File: src/sv/pixel_curve_lut_blend_defines.svh
// assertion macros for the tone-curve block
`ifndef PIXEL_CURVE_LUT_BLEND_DEFINES_SVH
`define PIXEL_CURVE_LUT_BLEND_DEFINES_SVH

`ifndef NO_ASSERTIONS

// same-cycle implication
`define PLCB_ASSERT_NOW(label, clk, rst, ante, cons) \
   label: assert property (@(posedge clk) disable iff (rst) (ante) |-> (cons)) \
      else $error("pixel_curve_lut_blend: assertion failed");

// next-cycle implication
`define PLCB_ASSERT_NEXT(label, clk, rst, ante, cons) \
   label: assert property (@(posedge clk) disable iff (rst) (ante) |=> (cons)) \
      else $error("pixel_curve_lut_blend: assertion failed");

`else

`define PLCB_ASSERT_NOW(label, clk, rst, ante, cons)
`define PLCB_ASSERT_NEXT(label, clk, rst, ante, cons)

`endif

`endif

File: src/sv/plcb_pkg.sv
`default_nettype none

package plcb_pkg;

   localparam int SAMPLE_W    = 8;
   localparam int TABLE_DEPTH = 256;

   localparam logic CMD_PIXEL = 1'b0;
   localparam logic CMD_WRITE = 1'b1;

   localparam logic [1:0] TABLE_BLUE   = 2'd0;
   localparam logic [1:0] TABLE_GREEN  = 2'd1;
   localparam logic [1:0] TABLE_RED    = 2'd2;
   localparam logic [1:0] TABLE_MASTER = 2'd3;

   localparam logic [SAMPLE_W-1:0] MASK_FULL = 8'd255;

   // control shared by the three colour lanes
   typedef struct packed {
      logic advance;
      logic master_we;
      logic use_mask;
   } lane_ctl_type;

endpackage

`default_nettype wire

File: src/sv/plcb_ram.sv
`default_nettype none

module plcb_ram #(
   parameter int WIDTH = 8,
   parameter int DEPTH = 256
) (
   input  wire logic                     clock,
   input  wire logic                     wr_en,
   input  wire logic [$clog2(DEPTH)-1:0] wr_addr,
   input  wire logic [WIDTH-1:0]         wr_data,
   input  wire logic                     rd_en,
   input  wire logic [$clog2(DEPTH)-1:0] rd_addr,
   output logic      [WIDTH-1:0]         rd_data
);

   logic [WIDTH-1:0] mem_ff [DEPTH];
   logic [WIDTH-1:0] rd_data_ff;

   always_ff @(posedge clock) begin
      if (wr_en) begin
         mem_ff[wr_addr] <= wr_data;
      end
      if (rd_en) begin
         rd_data_ff <= mem_ff[rd_addr];
      end
   end

   assign rd_data = rd_data_ff;

endmodule

`default_nettype wire

File: src/sv/plcb_lane.sv
`default_nettype none

// one colour channel: channel table, master table copy, blend and /255
module plcb_lane (
   input  wire logic                           clock,
   input  wire plcb_pkg::lane_ctl_type         ctl,
   input  wire logic                           chan_we,
   input  wire logic [plcb_pkg::SAMPLE_W-1:0]  chan_wr_index,
   input  wire logic [plcb_pkg::SAMPLE_W-1:0]  chan_wr_value,
   input  wire logic [plcb_pkg::SAMPLE_W-1:0]  master_wr_index,
   input  wire logic [plcb_pkg::SAMPLE_W-1:0]  master_wr_value,
   input  wire logic [plcb_pkg::SAMPLE_W-1:0]  sample_in,
   input  wire logic [plcb_pkg::SAMPLE_W-1:0]  mask_s2,
   output logic      [plcb_pkg::SAMPLE_W-1:0]  result
);

   localparam int W = plcb_pkg::SAMPLE_W;

   logic [W-1:0]   chan_rd;
   logic [W-1:0]   curve_rd;
   logic [W-1:0]   sample1_ff;
   logic [W-1:0]   sample2_ff;
   logic [W-1:0]   curve3_ff;
   logic [2*W-1:0] blend3_ff;
   logic [2*W-1:0] blend3_in;
   logic [2*W:0]   div_sum;
   logic [W-1:0]   blended;

   plcb_ram #(.WIDTH(W), .DEPTH(plcb_pkg::TABLE_DEPTH)) u_chan_ram (
      .clock   (clock),
      .wr_en   (chan_we),
      .wr_addr (chan_wr_index),
      .wr_data (chan_wr_value),
      .rd_en   (ctl.advance),
      .rd_addr (sample_in),
      .rd_data (chan_rd)
   );

   plcb_ram #(.WIDTH(W), .DEPTH(plcb_pkg::TABLE_DEPTH)) u_master_ram (
      .clock   (clock),
      .wr_en   (ctl.master_we),
      .wr_addr (master_wr_index),
      .wr_data (master_wr_value),
      .rd_en   (ctl.advance),
      .rd_addr (chan_rd),
      .rd_data (curve_rd)
   );

   // curve*m + in*(255-m), at most 65025
   assign blend3_in = ({{W{1'b0}}, curve_rd} * {{W{1'b0}}, mask_s2})
                    + ({{W{1'b0}}, sample2_ff}
                       * {{W{1'b0}}, plcb_pkg::MASK_FULL - mask_s2});

   always_ff @(posedge clock) begin
      if (ctl.advance) begin
         sample1_ff <= sample_in;
         sample2_ff <= sample1_ff;
         curve3_ff  <= curve_rd;
         blend3_ff  <= blend3_in;
      end
   end

   // floor(x/255) = (x + (x>>8) + 1) >> 8 for x up to 65025
   assign div_sum = {1'b0, blend3_ff} + {{(W+1){1'b0}}, blend3_ff[2*W-1:W]}
                  + {{(2*W){1'b0}}, 1'b1};
   assign blended = div_sum[2*W-1:W];

   assign result = ctl.use_mask ? blended : curve3_ff;

endmodule

`default_nettype wire
File: config.mk
export PLATFORM = sky130hd
export DESIGN_NAME = plcb_lane
export DESIGN_NICKNAME = d
export VERILOG_FILES = /design/src/sv/pixel_curve_lut_blend_defines.svh /design/src/sv/plcb_pkg.sv /design/src/sv/plcb_ram.sv /design/src/sv/plcb_lane.sv
export SDC_FILE = /design/constraint.sdc
export NUM_CORES = 2
export LEC_CHECK = 0
export BUFFER_PORTS_ARGS = -buffer_cell sky130_fd_sc_hd__buf_2
export CORE_MARGIN = 2
export CORE_UTILIZATION = 45
export DETAILED_ROUTE_END_ITERATION = 10
export PLACE_DENSITY_LB_ADDON = 0.1
export SLEW_MARGIN = 20
export SYNTH_ARGS = -nofsm -noshare
export SYNTH_HDL_FRONTEND = slang
export SYNTH_SLANG_ARGS = --single-unit
File: constraint.sdc
create_clock -name clock -period 5.75 [get_ports clock]
set_input_delay 0 -clock clock [delete_from_list [all_inputs] [get_ports clock]]
set_output_delay 0 -clock clock [all_outputs]
set_load 0.005 [all_outputs]
* After elaboration in Yosys (flattened, before gate mapping)
Memory sizes are Yosys's and may differ from the RTL's. A register that Yosys moved wholly into a read port is not among the register bits.
Index checks and enable logic that the tools add are counted.
** Storage, ports and cells
- Bits in registers :: 40
- Memories kept :: 2
- Memory bits (writable) :: 4096
- Input port bits :: 53
** Memory list
- u_chan_ram.mem_ff :: words 256, bits a word 8, rd ports 1, clocked after Yosys merged registers in 1, write ports 1, RTL line plcb_ram.sv:16 : logic [WIDTH-1:0] mem_ff [DEPTH];
- u_master_ram.mem_ff :: words 256, bits a word 8, rd ports 1, clocked after Yosys merged registers in 1, write ports 1, RTL line plcb_ram.sv:16
** Cells by class
- $add $sub $neg :: 4
- Multiply operators :: 2
- Muxes and demuxes :: 5
** Operator list (count)
- 8-bit by 8-bit multiplier with 16-bit output :: 2
- 16-bit by 1-bit adder with 16-bit output, second input constant :: 1
- 16-bit adder :: 1
- 16-bit by 8-bit adder with 16-bit output :: 1
- 8-bit two-way mux :: 1
- 8-bit subtractor, first input constant :: 1
- 1-bit two-way mux :: 4

* Depth between registers and ports, before layout
- Word-level depth :: 3
- Mapped depth :: 21
- Depth with buffers taken out :: 20

* By module
A second synthesis with hierarchy kept.
** Second synthesis, totals
- Cells, all modules :: 8085
- Area, all modules :: 165407.4 um^2
** By module, submodules not included
- plcb_ram :: instances 2, cells an instance 3733, area an instance 79636.4 um^2, sequential area each 61739.2 um^2
- plcb_lane :: instances 1, cells an instance 619, area an instance 6134.6 um^2, sequential area each 1201.2 um^2

* Least setup slack after synthesis
OpenSTA, ideal clock, no wires.
- Path kind :: reg2reg
- Start :: register u_master_ram.rd_data_ff[4] (netlist: u_master_ram.rd_data[4]), read port of u_master_ram.mem_ff
- End :: register blend3_ff[15], data pin
- Cell stages (with the launch flop) :: 19
- Clock period less this slack :: 5.488 ns
- Setup slack :: 0.262 ns
- Data arrival time :: 5.228 ns
- Setup time :: 0.260 ns
- Cells stage by stage :: edfxtp_1 > and2_1 > fa_1 > inv_1 > fa_1 > inv_1 > fa_1 > fa_1 > fa_1 > inv_1 > fa_1 > inv_1 > ha_1 > and2_1 > and3_1 > a2111oi_0 > o31ai_1 > a21oi_1 > xnor2_1
** On the way
- Longest elaborated chain between the ends :: 2
** Ends and longest elaborated chain
- start: declaration :: RTL line plcb_ram.sv:17 : logic [WIDTH-1:0] rd_data_ff;
- 8-bit by 8-bit multiplier with 16-bit output :: RTL line plcb_lane.sv:50 : assign blend3_in = ({{W{1'b0}}, curve_rd} * {{W{1'b0}}, mask_s2})
- 16-bit adder :: RTL line plcb_lane.sv:51 : + ({{W{1'b0}}, sample2_ff}
- via blend3_in[15] :: RTL line plcb_lane.sv:25 : logic [2*W-1:0] blend3_in;
- end signal: assignment :: RTL line plcb_lane.sv:59 : blend3_ff <= blend3_in;
- end: declaration :: RTL line plcb_lane.sv:24 : logic [2*W-1:0] blend3_ff;
The timed path passes the listed nets, and every way through them passes these cells.
A chain may end at the register's enable or synchronous reset.

* Worst setup path after layout
- Start :: register sample2_ff[5]
- End :: register blend3_ff[15], data pin
** On the way
- Longest elaborated chain between the ends :: 2
** Ends and longest elaborated chain
- start: declaration :: RTL line plcb_lane.sv:22 : logic [W-1:0] sample2_ff;
- start signal: assignment :: RTL line plcb_lane.sv:57 : sample2_ff <= sample1_ff;
- 8-bit by 8-bit multiplier with 16-bit output :: RTL line plcb_lane.sv:52 : * {{W{1'b0}}, plcb_pkg::MASK_FULL - mask_s2});
- 16-bit adder :: RTL line plcb_lane.sv:51
- via blend3_in[15] :: RTL line plcb_lane.sv:25
The timed path passes the listed nets, and every way through them passes these cells.

==> key figures <==
Outcome
  – Status: completed

Synth
  – Yosys reg bits: 4,152
  – Post-synth EDFFs: 4,152
  – Synth async-reset ratio: 0
  – Ys flop type: edfxtp_1
  – Gate Count Post-Synth: 7,717
  – Avg Cell Area, Syn: 21.34 um2
  – Ys Warns: 0
  – Synth unique cells: 61
  – Post-synthesis sequential area ratio: 0.7572
  – Post-Syn Area: 0.1647 mm2
  – Net Count, Synth: 7,935

Final layout
  – Commonest non-fill, non-tap cell in the layout: edfxtp_1
  – Area of the multi-input gates: 0.03744 mm2
  – Final Non-Filler Cells: 13,240
  – Layout fillers: 28,910
  – Layout cells sized above 1: 0.2425
  – # nets final: 8,271
  – Layout area overhead: 12.87%
  – Most frequent cells in the layout: edfxtp_1, mux4_2, nor2_1
  – Register area: 0.1247 mm2

Critical path
  – CP startpoint kind: register
  – Critical Path RT: 6.38 ns
  – Worst Path Max Fanout: 7
  – Max incr delay on CP: 0.55 ns
  – Cell mode on critical path: fa_1
  – Crit path cell chain: buf_6 > nor2b_1 > fa_1 > inv_1 > fa_1 > inv_1 > fa_1 > fa_2 > fa_1 > inv_1 > fa_1 > inv_1 > ha_2 > and4_4 > a2111oi_4 > buf_4 > o31ai_1 > a21oi_1 > xnor2_1
  – Critical path endpoint category: register
  – Slowest CP cell: fa_1
  – Critical Path AT: 6.23 ns
  – Critical setup path kind: reg2reg

Routing
  – Total number of vias: 77,940
  – Avg WL per Cell: 31.67 um
  – Antenna Violating Nets Remaining: 0
  – Final wirelength: 419,300 um
  – Drt pass-1 iters: 6
  – DR vias/cell: 5.887
  – Number of DRC markers in iteration 0: 7,423
  – DRC Markers: 0

Floorplanning
  – I/O pins: 61
  – Standard-cell rows: 222
  – CORE AREA: 0.3650 mm2
  – Die area: 0.3708 mm2
  – Die X: 608.9 um
  – Initial core utilization: 0.4512
  – Chip Height: 608.9 um

Clock network
  – CTS tree: built
  – Worst skew pair latency: 0.98 ns
  – CTS buffer count: 432
  – Worst-path clk slew: 0.06 ns
  – H-tree depth: 5
  – Longest Clk Path Bufs: 4
  – CTS sink count: 4,152
  – CTS root buf: clkbuf_16

Power
  – IR drop worst, VDD: 0.0007038 V
  – Power Dens Cells: 383.4 mW/mm2
  – Pleak: 58.35 nW
  – Tot Pwr: 71.25 mW

Global route
  – Largest net degree at the start of global routing: 201
  – First-pass GRT wire length: 600,500 um
  – GRT Total Usage: 0.2244
  – Initial antenna violation count: 16
  – Gr ovfl total: 0
  – Vias in the first global route: 80,260

STA
  – Setup_tns: 0 ns
  – Period utilisation layout: 0.9752
  – RSZ-0062 raised after global routing: yes
  – Worst-margin pin slew: 1.330 ns
  – Final setup viols: 0
  – F_max: 178.3 MHz
  – Clock skew: 0.08776 ns
  – Relative slew slack: 0.1135
  – Pins Over Slew Limit: 0
  – Period minus WS final: 5.608 ns
  – Final hold viol count: 0

Min path
  – HP Class: in2reg

Placement
  – Dpl hpwl: 253,600 um
  – DP Cell Count: 12,390
  – GPL Wtd Cong: 0.8097
  – Number of buffers added on ports: 60

Run
  – Max Cap Viol: 0
==> cell usage after synthesis (4+ instances only) <==
| master | n | area [um2] |
|---|---|---|
| nand4_1 | 24 | 150.1 |
| nor2_1 | 562 | 2110 |
| xnor2_1 | 19 | 166.4 |
| buf_6 | 25 | 281.5 |
| fa_1 | 96 | 1922 |
| a221o_1 | 9 | 90.09 |
| mux2i_1 | 195 | 1952 |
| o22ai_1 | 48 | 300.3 |
| o21ai_0 | 31 | 155.2 |
| a211o_1 | 5 | 43.79 |
| a22o_1 | 24 | 210.2 |
| nand2b_1 | 35 | 219.0 |
| o211ai_1 | 6 | 45.04 |
| buf_4 | 47 | 352.8 |
| clkbuf_1 | 207 | 777.0 |
| and3_1 | 8 | 50.05 |
| nor3_1 | 30 | 150.1 |
| a31oi_1 | 22 | 137.6 |
| or2_2 | 6 | 37.54 |
| a22oi_1 | 117 | 878.3 |
| a221oi_1 | 15 | 131.4 |
| nor2b_1 | 76 | 475.5 |
| buf_12 | 4 | 80.08 |
| inv_1 | 140 | 525.5 |
| buf_1 | 35 | 131.4 |
| a211oi_1 | 16 | 120.1 |
| o221ai_1 | 54 | 473.0 |
| nand3_1 | 75 | 375.4 |
| ha_1 | 69 | 863.3 |
| o21ai_1 | 5 | 25.02 |
| xor2_1 | 4 | 35.03 |
| a21oi_1 | 111 | 555.5 |
| o21a_1 | 7 | 52.55 |
| and2_1 | 45 | 281.5 |
| a2111oi_0 | 9 | 78.83 |
| mux4_1 | 6 | 157.7 |
| mux2_2 | 32 | 360.4 |
| or3_1 | 17 | 106.4 |
| buf_2 | 115 | 575.6 |
| nand3b_1 | 4 | 30.03 |
| edfxtp_1 | 4152 | 124700 |
| mux4_2 | 1057 | 23810 |
| nand2_1 | 123 | 461.7 |
==> layer usage <==
layer,vias to the layer above,wire length [um],track usage
met5,-,63,0
li1,32680,-,-
met4,10,10130,0.05370
met1,42290,174200,0.3095
met2,2405,211400,0.3787
met3,551,23480,0.03293
==> cell type report <==
class                           instances  area share
Multi-Input combinational cell       2990      0.2014
Inverter                              140    0.002827
Sequential cell                      4152      0.6708
Antenna cell                            5  0.00006732
Tap cell                             4816     0.03242
Clock inverter                        268     0.01423
Clock buffer                          531     0.06096
Timing Repair Buffer                  337     0.01723
==> through the flow <==
step | instance area, um2 | utilization | hold slack, ns | worst slack, ns
floorplan | 164700 | - | 0.09887 | 0.2618
global placement | 171300 | 0.4694 | 0.4024 | -0.05243
detailed placement | 171300 | 0.4694 | 0.4045 | -0.02618
CTS | 185700 | 0.5089 | 0.0002540 | 0.04381
global route | 185800 | 0.5092 | 0.05622 | -0.04723
finish | 185900 | 0.5092 | 0.04581 | 0.1424
==> flip-flops by register name, summed over array words and instances (netlist names) <==
signal	cells
u_chan_ram.mem_ff	2048
sample1_ff	8
u_chan_ram.rd_data	8
sample2_ff	8
u_master_ram.mem_ff	2048
u_master_ram.rd_data	8
curve3_ff	8
blend3_ff	16
==> where the power goes <==
| part | internal, mW | switching [mW] |
|---|---|---|
| combinational | 4.21 | 5.46 |
| clock | 16.1 | 11.6 |
| sequential | 33.7 | 0.118 |
==> cells by family (layout without fill, tap and decap cells) <==
kind of cell | count (synthesis) | in the layout | synth area share
other | 1 | 6 | 0.00002277
xor gates and xnor gates | 23 | 23 | 0.001223
DFF | 4152 | 4152 | 0.7572
muxes | 1290 | 1290 | 0.1596
and+or+nand+nor | 1014 | 1014 | 0.02747
AOI/OAI and AO/OA | 497 | 497 | 0.02096
buffers and inverters | 575 | 1276 | 0.01668
adders and majority gates | 165 | 165 | 0.01691
==> worst paths after layout <==
check,endpoint,slack (ns),startpoint,depth (start not counted)
worst max register to register,blend3_ff[15],0.14,sample2_ff[5],19
worst min register to register,sample2_ff[7],0.41,sample1_ff[7],0
worst max-delay path,blend3_ff[15],0.14,sample2_ff[5],19
worst min-delay path,u_chan_ram.mem_ff[166][2],0.05,chan_wr_value[2],2
==> critical path, delay by kind of cell, from the launching register on <==
family          cells  cell delay, ns
buf+inv             6            0.54
simple gates        2            0.39
flops               1            0.44
xor+xnor            1            0.14
fa+ha+maj           7            3.36
compound gates      3            0.40
==> repair_timing <==
action,CTS,global route
resized for setup,2,12
buffers inserted,3,1
hold buffers,43,0
endpoints found under the setup margin,1,2
endpoints found under the hold margin,2815,0
pin swaps,0,5
Power figures use the tool's default switching activity.
